File: src/hdl/first_best_fit_segment_allocator_top_defines.svh
// Assertion macros shared by the segment allocator RTL
`ifndef FIRST_BEST_FIT_SEGMENT_ALLOCATOR_TOP_DEFINES_SVH
`define FIRST_BEST_FIT_SEGMENT_ALLOCATOR_TOP_DEFINES_SVH

// same-cycle implication, checked out of reset
`define FBFSA_ASSERT_NOW(label, ante, cons, msg) \
    label: assert property (@(posedge i_clk) disable iff (!i_rst_n) (ante) |-> (cons)) \
        else $error(msg);

// next-cycle implication, checked out of reset
`define FBFSA_ASSERT_NEXT(label, ante, cons, msg) \
    label: assert property (@(posedge i_clk) disable iff (!i_rst_n) (ante) |=> (cons)) \
        else $error(msg);

`endif

File: src/hdl/fbfsa_pkg.sv
// Package with shared types and constants of the segment allocator
`timescale 1ns / 1ps
package fbfsa_pkg;

    localparam int SIZE_W = 16;
    localparam int DATA_W = 16;

    typedef enum logic [1:0] {
        ST_DONE  = 2'd0,
        ST_NOFIT = 2'd1,
        ST_FULL  = 2'd2,
        ST_ZERO  = 2'd3
    } t_status;

    typedef enum logic [0:0] {
        REQ_ADD   = 1'b0,
        REQ_ALLOC = 1'b1
    } t_req;

    typedef enum logic [1:0] {
        S_IDLE   = 2'd0,
        S_LAUNCH = 2'd1,
        S_SCAN   = 2'd2,
        S_DONE   = 2'd3
    } t_state;

endpackage

File: src/hdl/fbfsa_cell.sv
// One slot cell of the allocator chain: holds a segment and refines the scan word
`timescale 1ns / 1ps
`include "first_best_fit_segment_allocator_top_defines.svh"
module fbfsa_cell
    import fbfsa_pkg::*;
#(
    parameter int  ADDR_BITS = 16,
    parameter int  IDX_W     = 3,
    parameter int  INDEX     = 0,
    parameter type t_scan    = logic,
    parameter type t_upd     = logic
) (
    input  logic              i_clk,
    input  logic              i_rst_n,
    input  logic              i_policy,
    input  logic [SIZE_W-1:0] i_req_size,
    input  t_scan             i_scan,
    output t_scan             o_scan,
    input  t_upd              i_upd
);

    logic                 r_valid;
    logic [SIZE_W-1:0]    r_size;
    logic [ADDR_BITS-1:0] r_start;
    t_scan                r_scan;

    logic                 n_valid;
    logic [SIZE_W-1:0]    n_size;
    logic [ADDR_BITS-1:0] n_start;
    t_scan                n_scan;

    logic                 w_cand;
    logic                 w_better;
    logic                 w_hit;
    logic [SIZE_W-1:0]    w_rem;

    always_comb begin
        w_cand = r_valid && (r_size >= i_req_size);
        if (!i_scan.fit_hit) begin
            w_better = 1'b1;
        end else if (i_policy) begin
            w_better = (r_size < i_scan.fit_size) ||
                       ((r_size == i_scan.fit_size) && (r_start < i_scan.fit_start));
        end else begin
            w_better = r_start < i_scan.fit_start;
        end
        n_scan = i_scan;
        if (w_cand && w_better) begin
            n_scan.fit_hit   = 1'b1;
            n_scan.fit_idx   = IDX_W'(INDEX);
            n_scan.fit_size  = r_size;
            n_scan.fit_start = r_start;
        end
        if (!r_valid && !i_scan.free_hit) begin
            n_scan.free_hit = 1'b1;
            n_scan.free_idx = IDX_W'(INDEX);
        end
    end

    always_comb begin
        w_hit   = i_upd.en && (i_upd.idx == IDX_W'(INDEX));
        w_rem   = r_size - i_upd.size;
        n_valid = r_valid;
        n_size  = r_size;
        n_start = r_start;
        if (w_hit) begin
            if (i_upd.add) begin
                n_valid = 1'b1;
                n_size  = i_upd.size;
                n_start = i_upd.start;
            end else begin
                n_size  = w_rem;
                n_start = r_start + ADDR_BITS'(i_upd.size);
                if (w_rem == '0) begin
                    n_valid = 1'b0;
                    n_start = '0;
                end
            end
        end
    end

    always_ff @(posedge i_clk) begin
        if (!i_rst_n) begin
            r_valid <= 1'b0;
            r_scan  <= '0;
        end else begin
            r_valid <= n_valid;
            r_scan  <= n_scan;
        end
    end

    always_ff @(posedge i_clk) begin
        r_size  <= n_size;
        r_start <= n_start;
    end

    assign o_scan = r_scan;

    `FBFSA_ASSERT_NOW(a_live_nonzero, r_valid, r_size != '0, "live slot holds zero size")
    `FBFSA_ASSERT_NEXT(a_add_fills, w_hit && i_upd.add, r_valid, "add did not fill slot")
    `FBFSA_ASSERT_NOW(a_upd_idle_scan, i_upd.en, !i_scan.vld, "update during scan")

endmodule

File: src/hdl/first_best_fit_segment_allocator_top.sv
// A request goes S_LAUNCH, slot chain scan, S_DONE; a zero size goes straight to S_DONE.
// New requests are taken only in S_IDLE, so a request cannot overlap the previous scan.
// A finished result waits in the output register while the next request is accepted.
// Reset: synchronous active low; table empty, fit policy first fit, no result pending.
`timescale 1ns / 1ps
`include "first_best_fit_segment_allocator_top_defines.svh"
module first_best_fit_segment_allocator_top
    import fbfsa_pkg::*;
#(
    parameter int SLOTS     = 8,
    parameter int ADDR_BITS = 16
) (
    input  logic              i_clk,
    input  logic              i_rst_n,
    input  logic              i_cfg_valid,
    output logic              o_cfg_ready,
    input  logic              i_fit_policy,
    input  logic              i_req_valid,
    output logic              o_req_ready,
    input  logic              i_req_type,
    input  logic [SIZE_W-1:0] i_req_size,
    input  logic [DATA_W-1:0] i_seg_start,
    output logic              o_rsp_valid,
    input  logic              i_rsp_ready,
    output logic              o_ok,
    output logic [DATA_W-1:0] o_alloc_addr,
    output logic [1:0]        o_status
);

    localparam int IDX_W = $clog2(SLOTS);

    typedef struct packed {
        logic                 vld;
        logic                 fit_hit;
        logic [IDX_W-1:0]     fit_idx;
        logic [SIZE_W-1:0]    fit_size;
        logic [ADDR_BITS-1:0] fit_start;
        logic                 free_hit;
        logic [IDX_W-1:0]     free_idx;
    } t_scan;

    typedef struct packed {
        logic                 en;
        logic                 add;
        logic [IDX_W-1:0]     idx;
        logic [SIZE_W-1:0]    size;
        logic [ADDR_BITS-1:0] start;
    } t_upd;

    t_state            r_state;
    t_state            n_state;
    logic              r_policy;
    t_req              r_type;
    logic [SIZE_W-1:0] r_size;
    logic [ADDR_BITS-1:0] r_start;
    logic              r_zero;
    t_scan             r_tail;
    logic              r_rsp_valid;
    logic              r_ok;
    logic [DATA_W-1:0] r_addr;
    t_status           r_status;

    t_req              n_type;
    logic [SIZE_W-1:0] n_size;
    logic [ADDR_BITS-1:0] n_start;
    logic              n_zero;
    t_scan             n_tail;
    logic              n_rsp_valid;
    logic              n_ok;
    logic [DATA_W-1:0] n_addr;
    t_status           n_status;

    t_scan             w_launch;
    t_scan             w_chain [SLOTS];
    t_upd              w_upd;
    logic              w_req_acc;
    logic              w_load;

    assign o_cfg_ready = 1'b1;

    always_ff @(posedge i_clk) begin
        if (!i_rst_n) begin
            r_policy <= 1'b0;
        end else if (i_cfg_valid) begin
            r_policy <= i_fit_policy;
        end
    end

    genvar gi;
    generate
        for (gi = 0; gi < SLOTS; gi++) begin : g_cell
            fbfsa_cell #(
                .ADDR_BITS (ADDR_BITS),
                .IDX_W     (IDX_W),
                .INDEX     (gi),
                .t_scan    (t_scan),
                .t_upd     (t_upd)
            ) u_cell (
                .i_clk      (i_clk),
                .i_rst_n    (i_rst_n),
                .i_policy   (r_policy),
                .i_req_size (r_size),
                .i_scan     ((gi == 0) ? w_launch : w_chain[(gi == 0) ? 0 : gi - 1]),
                .o_scan     (w_chain[gi]),
                .i_upd      (w_upd)
            );
        end
    endgenerate

    always_ff @(posedge i_clk) begin
        if (!i_rst_n) begin
            r_state <= S_IDLE;
        end else begin
            r_state <= n_state;
        end
    end

    always_comb begin
        n_state     = r_state;
        n_type      = r_type;
        n_size      = r_size;
        n_start     = r_start;
        n_zero      = r_zero;
        n_tail      = r_tail;
        n_ok        = r_ok;
        n_addr      = r_addr;
        n_status    = r_status;
        o_req_ready = 1'b0;
        w_load      = 1'b0;
        w_launch    = '0;
        w_upd       = '0;
        w_upd.size  = r_size;
        w_upd.start = r_start;
        w_req_acc   = 1'b0;
        case (r_state)
            S_IDLE: begin
                o_req_ready = 1'b1;
                w_req_acc   = i_req_valid;
                if (i_req_valid) begin
                    n_type  = t_req'(i_req_type);
                    n_size  = i_req_size;
                    n_start = ADDR_BITS'(i_seg_start);
                    n_zero  = (i_req_size == '0);
                    n_state = (i_req_size == '0) ? S_DONE : S_LAUNCH;
                end
            end
            S_LAUNCH: begin
                w_launch.vld = 1'b1;
                n_state      = S_SCAN;
            end
            S_SCAN: begin
                if (w_chain[SLOTS-1].vld) begin
                    n_tail  = w_chain[SLOTS-1];
                    n_state = S_DONE;
                end
            end
            S_DONE: begin
                if (!r_rsp_valid || i_rsp_ready) begin
                    w_load  = 1'b1;
                    n_addr  = '0;
                    n_state = S_IDLE;
                    if (r_zero) begin
                        n_status = ST_ZERO;
                    end else if (r_type == REQ_ADD) begin
                        if (r_tail.free_hit) begin
                            n_status  = ST_DONE;
                            w_upd.en  = 1'b1;
                            w_upd.add = 1'b1;
                            w_upd.idx = r_tail.free_idx;
                        end else begin
                            n_status = ST_FULL;
                        end
                    end else begin
                        if (r_tail.fit_hit) begin
                            n_status  = ST_DONE;
                            n_addr    = DATA_W'(r_tail.fit_start);
                            w_upd.en  = 1'b1;
                            w_upd.idx = r_tail.fit_idx;
                        end else begin
                            n_status = ST_NOFIT;
                        end
                    end
                    n_ok = (n_status == ST_DONE);
                end
            end
            default: begin
                n_state = S_IDLE;
            end
        endcase
        n_rsp_valid = w_load || (r_rsp_valid && !i_rsp_ready);
    end

    always_ff @(posedge i_clk) begin
        if (!i_rst_n) begin
            r_rsp_valid <= 1'b0;
        end else begin
            r_rsp_valid <= n_rsp_valid;
        end
    end

    always_ff @(posedge i_clk) begin
        r_type   <= n_type;
        r_size   <= n_size;
        r_start  <= n_start;
        r_zero   <= n_zero;
        r_tail   <= n_tail;
        r_ok     <= n_ok;
        r_addr   <= n_addr;
        r_status <= n_status;
    end

    assign o_rsp_valid  = r_rsp_valid;
    assign o_ok         = r_ok;
    assign o_alloc_addr = r_addr;
    assign o_status     = r_status;

    `FBFSA_ASSERT_NOW(a_tail_in_scan, w_chain[SLOTS-1].vld, r_state == S_SCAN, "stray scan word")
    `FBFSA_ASSERT_NOW(a_ok_match, o_rsp_valid, o_ok == (o_status == ST_DONE), "ok/status mismatch")
    `FBFSA_ASSERT_NOW(a_fail_addr, o_rsp_valid && (o_status != ST_DONE), o_alloc_addr == '0, "failed request returns address")
    `FBFSA_ASSERT_NEXT(a_accept_next, w_req_acc, (r_state == S_LAUNCH) || (r_state == S_DONE), "bad state after accept")

endmodule
File: config.mk
export PLATFORM = sky130hd
export DESIGN_NAME = first_best_fit_segment_allocator_top
export DESIGN_NICKNAME = d
export VERILOG_FILES = /design/src/hdl/fbfsa_pkg.sv /design/src/hdl/fbfsa_cell.sv /design/src/hdl/first_best_fit_segment_allocator_top.sv
export VERILOG_INCLUDE_DIRS = /design/src /design/src/hdl
export SDC_FILE = /design/constraint.sdc
export NUM_CORES = 2
export LEC_CHECK = 0
export BUFFER_PORTS_ARGS = -buffer_cell sky130_fd_sc_hd__buf_2
export CAP_MARGIN = 0
export CORE_MARGIN = 10
export CORE_UTILIZATION = 55
export DETAILED_ROUTE_END_ITERATION = 12
export MAX_ROUTING_LAYER = met4
export PLACE_DENSITY = 0.71
export SLEW_MARGIN = 20
export SYNTH_ARGS = -nofsm -noshare
export SYNTH_HDL_FRONTEND = slang
export SYNTH_SLANG_ARGS = --single-unit
File: constraint.sdc
create_clock -name i_clk -period 6.3 [get_ports i_clk]
set_input_delay 1.26 -clock i_clk [delete_from_list [all_inputs] [get_ports i_clk]]
set_output_delay 1.26 -clock i_clk [all_outputs]
set_load 0.01 [all_outputs]
# Word-level counts from Yosys, hierarchy flattened
# Cells that the tools add are included.
[word_totals] out_inout_bits=22 regBits=657 inputBits=39
[op_classes] reduce_logical=109 n_eq_ne=20 n_addsub=16 n_bitwise=3 muxes=94 order_cmp=22
[ops] op="16-bit 2-to-1 mux" n=24
[ops] op="36-bit 2-to-1 mux" n=8
[ops] op="16-bit less-than comparator" n=14
[ops] op="16-bit zero test" n=9
[ops] op="16-bit adder" n=8
[ops] op="16-bit greater-or-equal comparator" n=8
[ops] op="16-bit subtractor" n=8
[ops] op="16-bit == test" n=7
[ops] op="1-bit logical AND" n=38
[ops] op="1-bit 2-to-1 mux" n=38
[ops] op="4-bit 2-to-1 mux" n=8
[ops] op="2-bit AND reduction" n=12
[ops] op="2-bit OR reduction" n=12
[ops] op="5-bit 2-to-1 mux" n=4
[ops] op="2-bit 2-to-1 mux" n=9
[ops] op="1-bit zero test" n=16
[ops] op="2-bit nonzero test" n=8
[ops] op="3-bit == test, second input constant" n=4
[ops] op="1-bit logical OR" n=9
[ops] op="2-bit one-hot mux with 4 select lines" n=1
[ops] op="3-bit by 2-bit == test with 1-bit output, second input constant" n=2
[ops] op="3-bit 2-to-1 mux" n=2
[ops] op="2-bit == test, second input constant" n=2
[ops] op="2-bit zero test" n=2
[ops] op="8 further kinds" n=11

# Depth between registers and ports, before layout
[depth] depth_word=8 ltp_mapped=15

# Cells and area by module
# From an unflattened synthesis, not the netlist that was laid out.
[hier_totals] hier_cells=5396 area_unflattened_um2=48161.2
[modules_own_cells] module="fbfsa_cell at g_cell[3].u_cell ..." instances=2 area_each_um2=5575.3 cells_each=647
[modules_own_cells] module="fbfsa_cell at g_cell[1].u_cell" instances=1 area_each_um2=5816.8 cells_each=664
[modules_own_cells] module="fbfsa_cell at g_cell[4].u_cell" instances=1 area_each_um2=5815.6 cells_each=676
[modules_own_cells] module="fbfsa_cell at g_cell[0].u_cell" instances=1 area_each_um2=5776.8 cells_each=669
[modules_own_cells] module="fbfsa_cell at g_cell[6].u_cell" instances=1 area_each_um2=5667.9 cells_each=670
[modules_own_cells] module="fbfsa_cell at g_cell[2].u_cell" instances=1 area_each_um2=5559.1 cells_each=621
[modules_own_cells] module="fbfsa_cell at g_cell[7].u_cell" instances=1 area_each_um2=5547.8 cells_each=662
[modules_own_cells] module="first_best_fit_segment_allocator_top" instances=1 area_each_um2=2826.5 cells_each=140

# Least setup slack after synthesis
# No wires, ideal clock.
[synth_path] path_kind="input to register" from="input i_rsp_ready" to="register g_cell[0].u_cell.r_valid" required_time_ps=6168 path_buffers=1 cell_stages=11 path_slack_ps=469 arrival_time_ps=5699 path_cell_list="nor2b_1 -> nand2b_1 -> inv_1 -> and3_1 -> clkbuf_1 -> a22o_1 -> or4_1 -> nor3_1 -> inv_1 -> o21ai_0 -> a21oi_1"
[synth_via] elab_chain_len=6
[synth_lines] element="start, declared" line_no="first_best_fit_segment_allocator_top.sv:24" source="input logic i_rsp_ready,"
[synth_lines] element="1-bit logical OR *" line_no="first_best_fit_segment_allocator_top.sv:158" source="if (!r_rsp_valid || i_rsp_ready) begin"
[synth_lines] element="5-bit 2-to-1 mux *" line_no="first_best_fit_segment_allocator_top.sv:158"
[synth_lines] element="5-bit 2-to-1 mux *" line_no="first_best_fit_segment_allocator_top.sv:135" source="case (r_state)"
[synth_lines] element="3-bit zero test" line_no="fbfsa_cell.sv:61" source="w_hit = i_upd.en && (i_upd.idx == IDX_W'(INDEX));"
[synth_lines] element="1-bit logical AND *" line_no="fbfsa_cell.sv:61"
[synth_lines] element="via g_cell[0].u_cell.w_hit" line_no="fbfsa_cell.sv:34" source="logic w_hit;"
[synth_lines] element="2-bit AND reduction (no source line) *"
[synth_lines] element="end signal, assigned" line_no="fbfsa_cell.sv:87" source="r_valid <= n_valid;"
[synth_lines] element="end, declared" line_no="fbfsa_cell.sv:22" source="logic r_valid;"
# The timed path passes the listed nets; every way through them passes the cells marked *.
# A chain may end at the register's enable or synchronous reset.

# Worst setup path in the final report
[layout_path] from="register r_size[0]" to="register g_cell[5].u_cell.r_start[14], data pin"
[layout_via] elab_chain_len=4
[layout_lines] element="start, declared" line_no="first_best_fit_segment_allocator_top.sv:54" source="logic [SIZE_W-1:0] r_size;"
[layout_lines] element="start signal, assigned" line_no="first_best_fit_segment_allocator_top.sv:203" source="r_size <= n_size;"
[layout_lines] element="16-bit subtractor" line_no="fbfsa_cell.sv:62" source="w_rem = r_size - i_upd.size;"
[layout_lines] element="16-bit zero test" line_no="fbfsa_cell.sv:74" source="if (w_rem == '0) begin"
[layout_lines] element="16-bit 2-to-1 mux *" line_no="fbfsa_cell.sv:74"
[layout_lines] element="16-bit 2-to-1 mux *" line_no="fbfsa_cell.sv:67" source="if (i_upd.add) begin"
[layout_lines] element="end signal, assigned" line_no="fbfsa_cell.sv:94" source="r_start <= n_start;"
[layout_lines] element="end, declared" line_no="fbfsa_cell.sv:24" source="logic [ADDR_BITS-1:0] r_start;"
# Mark *: on every way between the ends. The rest lies on a longest branch, timed or not.

==> results.sh <==
export IMPL_share_comb_of_total_power=0.260
export IMPL_critical_path_reg2reg_endpoint="g_cell[5].u_cell.r_start[14]$_DFFE_PP_"
export IMPL_synth_async_reset_ratio=0
export IMPL_layout_commonest_cell="ha_1"
export IMPL_p_switching_mw=3.759
export IMPL_grt_busiest_layer="met2"
export IMPL_path_class="flip-flop to flip-flop"
export IMPL_route_vias_total=31720
export IMPL_fin_nets=4775
export IMPL_cts_max_path_buffers=3
export IMPL_worst_skew_pair_late_latency_ns=0.63
export IMPL_worst_clock_skew_ns=0.03240
export IMPL_post_synth_cell_area_avg_sq_um=9.419
export IMPL_rsz0062_at_grt="false"
export IMPL_pin_count=61
export IMPL_gp_routability_congestion=0.9779
export IMPL_share_clk_of_total_power=0.349
export IMPL_syn_cell_area_sq_um=39710
export IMPL_groute_layer_met1_usage=0.3376
export IMPL_std_cell_rows=98
export IMPL_design_die_area_sq_um=83350
export IMPL_filler_cell_count=6042
export IMPL_timing_max_transition_violations_final=0
export IMPL_synth_adder_area_share=0.1558
export IMPL_final_area_sq_um=43480
export IMPL_final_antenna_net_count=0
export IMPL_layout_cells_most_common_list="469 x ha_1, 360 x o21ai_0, 357 x inv_1"
export IMPL_worstReg2RegStart="r_size[0]$_DFFE_PP_"
export IMPL_worstPathArrival_ns=5.18
export IMPL_global_route_usage_met2=0.4087
export IMPL_timing_final_hold_violations=0
export IMPL_drt_first_pass_iters=9
export IMPL_grt_max_degree=110
export IMPL_wire_per_inst_microns=20.43
export IMPL_yosys_mux_area_fraction=0.01415
export IMPL_antenna_found_initial=2
export IMPL_critPathRequiredTime_ns=6.63
export IMPL_dominantRegCellSynth="edfxtp_1"
export IMPL_combinational_family_with_the_most_area_after_synthesis="compound AO/OA/AOI/OAI gates"
export IMPL_drive_above_1_share=0.06147
export IMPL_finalWorstSetupSlack_ns=1.455
export IMPL_cts_root_buf="clkbuf_16"
export IMPL_cts_sink_count=643
export IMPL_synth_compound_area_share=0.1837
export IMPL_total_power_mw=12.14
export IMPL_finish_cell_count_without_fillers=5266
export IMPL_synth_instances=4216
export IMPL_numCtsBuffers=72
export IMPL_cts_post_setup_buffers_inserted=0
export IMPL_fraction_of_synthesized_cell_area_in_xor_and_xnor_cells=0.04235
export IMPL_yosys_register_bits=643
export IMPL_switching_share=0.3095
export IMPL_sequentialPowerShare=0.390
export IMPL_maxCapViolCount=0
export IMPL_post_cts_resized=0
export IMPL_max_freq_ghz=0.2064
export IMPL_whs_ns=0.4014
export IMPL_post_route_min_period_ns=4.845
export IMPL_final_period_utilization=0.7691
export IMPL_yosysSeqAreaShare=0.4081
export IMPL_routed_via_density=6.024
export IMPL_power_report_internal_total_mw=8.385
export IMPL_max_slew_margin=0.2966
export IMPL_vdd_ir_drop_max_mv=0.1969
export IMPL_synth_simple_area_share=0.1472
export IMPL_port_buffers=59
export IMPL_synth_nets=4740
export IMPL_cts_tree="yes"
export IMPL_crit_path_end_kind="flip-flop"
export IMPL_timing_setup_tns_ns=0
export IMPL_cts_hold_buffers_added=0
export IMPL_place_detailed_instances=5127
export IMPL_grt_usage=0.2608
export IMPL_cp_startpoint="r_size[0]$_DFFE_PP_"
export IMPL_clk_transition_reported_paths_ns=0.06
export IMPL_fp_dieH_microns=288.7
export IMPL_postPlaceCellArea_sq_um=41080
export IMPL_worst_slew_pin_slew_ns=1.053
export IMPL_rrSetupSlack_ns=1.45
export IMPL_use_met3=0.03270
export IMPL_start_util=0.5555
export IMPL_worstHoldPathType="flip-flop to flip-flop"
export IMPL_area_growth_syn_to_layout_pct=9.487
export IMPL_cellPowerDensity_nw_per_um2=279.3
export IMPL_yosysWarningCount=0
export IMPL_highest_net_fanout_along_the_worst_path=16
export IMPL_via_count_of_the_first_global_routing_pass=30500
export IMPL_status="finished, final reports clean"
export IMPL_place_hpwl_microns=82360
export IMPL_drc=0
export IMPL_routed_wirelength_microns=107600
export IMPL_synth_edf_count=333
export IMPL_grt_pass1_wl_microns=166000
export IMPL_dp_slack_ns=1.397
export IMPL_design_core_area_sq_um=71490
export IMPL_finalCoreUtilization=0.6082
export IMPL_timing_critical_path_from_type="flip-flop"
export IMPL_netlist_cell_type_count=91
export IMPL_drt_first_iter_violations=2829
export IMPL_worst_r2r_path_depth=12
export IMPL_htree_num_levels=3
export IMPL_final_setup_viol_count=0
export IMPL_endpoint="g_cell[5].u_cell.r_start[14]$_DFFE_PP_"
export IMPL_p_leak_nw=17.21
export IMPL_die_width_microns=288.7
export IMPL_global_route_overflow_total=0
==> power groups by stage <==
stage	sequential [mW]	clock (mW)	combinational (mW)
final	4.74	4.24	3.16
after CTS	4.74	4.29	3.12
after detailed placement	4.83	0	3.10
after global placement	4.83	0	3.03
after floorplan	4.85	0	2.28
after global routing	4.75	4.46	3.51
==> worst max-delay path: stages, from the launching register on <==
cell and delay [ns]:
edfxtp_1 0.70, ha_1 0.38, fa_1 0.42, nor2b_1 0.16, o21ai_1 0.10, a21oi_1 0.25, a311oi_1 0.16, xnor2_1 0.17
nor4_1 0.36, o2111ai_1 0.20, a2111oi_0 0.77, or2_0 0.65, o21ai_0 0.22
==> registers in the layout (all words and copies together), names as in the netlist, 2 cells and up <==
signal                 cells
r_state                    2
g_cell.u_cell.r_valid      8
r_size                    16
g_cell.u_cell.r_start    128
g_cell.u_cell.o_scan     298
r_start                   16
o_alloc_addr              16
r_tail                    24
g_cell.u_cell.r_size     128
o_status                   2
==> worst min-delay path by stage <==
stage                                      startpoint  slack, ns  depth (start not counted)              endpoint
6_report        g_cell[7].u_cell.o_scan[4]$_SDFF_PN0_       0.40                          0   r_tail[4]$_DFFE_PP_
3_5_place_dp   g_cell[7].u_cell.o_scan[14]$_SDFF_PN0_       0.39                          0  r_tail[14]$_DFFE_PP_
4_1_cts        g_cell[7].u_cell.o_scan[14]$_SDFF_PN0_       0.40                          0  r_tail[14]$_DFFE_PP_
3_3_place_gp   g_cell[7].u_cell.o_scan[17]$_SDFF_PN0_       0.39                          0  r_tail[17]$_DFFE_PP_
5_1_grt        g_cell[7].u_cell.o_scan[11]$_SDFF_PN0_       0.41                          0  r_tail[11]$_DFFE_PP_
2_1_floorplan   g_cell[7].u_cell.o_scan[0]$_SDFF_PN0_       0.39                          0   r_tail[0]$_DFFE_PP_
==> synthesized netlist by cell type (6+ instances only) <==
cell,count,area share
clkbuf_1,96,0.0091
a2111oi_0,15,0.0033
o2111ai_1,11,0.0024
and2_1,69,0.011
a31oi_1,25,0.0039
mux2i_1,55,0.014
a21oi_1,234,0.029
or3_1,22,0.0035
a21boi_0,8,0.0015
nand4_1,53,0.0083
o21a_1,55,0.010
nor3b_1,7,0.0013
fa_1,16,0.0081
edfxtp_1,333,0.25
o31ai_1,123,0.023
nand2_1,314,0.030
nand4b_1,6,0.0013
or2_2,12,0.0019
o31a_1,7,0.0015
and4_1,9,0.0020
nand3_1,235,0.030
xor2_1,72,0.016
a21o_1,121,0.023
o21ai_2,10,0.0022
o21bai_1,29,0.0055
buf_1,18,0.0017
nor4_1,17,0.0027
o221ai_1,6,0.0013
nor2_1,219,0.021
ha_1,469,0.15
nor2b_1,53,0.0083
o21ai_0,360,0.045
nand2b_1,45,0.0071
dfxtp_1,310,0.16
or4_1,12,0.0023
inv_1,357,0.034
and3_1,29,0.0046
a311oi_1,8,0.0018
buf_2,17,0.0021
nor3_1,62,0.0078
o211ai_1,22,0.0042
xnor2_1,120,0.026
a211oi_1,23,0.0043
o21ai_1,29,0.0037
==> cell type report <==
class / count / area [sq um] / area share
sequential: 643 / 16210 / 0.3727
multi-input combinational: 3076 / 21720 / 0.4995
antenna: 5 / 12.51 / 0.0002878
clock buffer: 99 / 2026 / 0.04659
clock inverter: 35 / 349.1 / 0.008029
tap: 950 / 1189 / 0.02734
timing repair buffer: 100 / 631.9 / 0.01453
inverter: 358 / 1349 / 0.03102
==> cells by family after synthesis <==
logic type,after synthesis
and+or+nand+nor,1188
AOI/OAI and AO/OA,1154
DFF,643
buffers and inverters,497
adders and majority gates,485
xor gates and xnor gates,192
muxes,56
other,1
==> layer usage <==
| metal | part of all wire | wire length [microns] |
|---|---|---|
| met5 | 0 | 0 |
| met4 | 0.044 | 4723 |
| met3 | 0.068 | 7292 |
| met2 | 0.45 | 48350 |
| met1 | 0.44 | 47190 |
(Power assumes the default switching activity.)
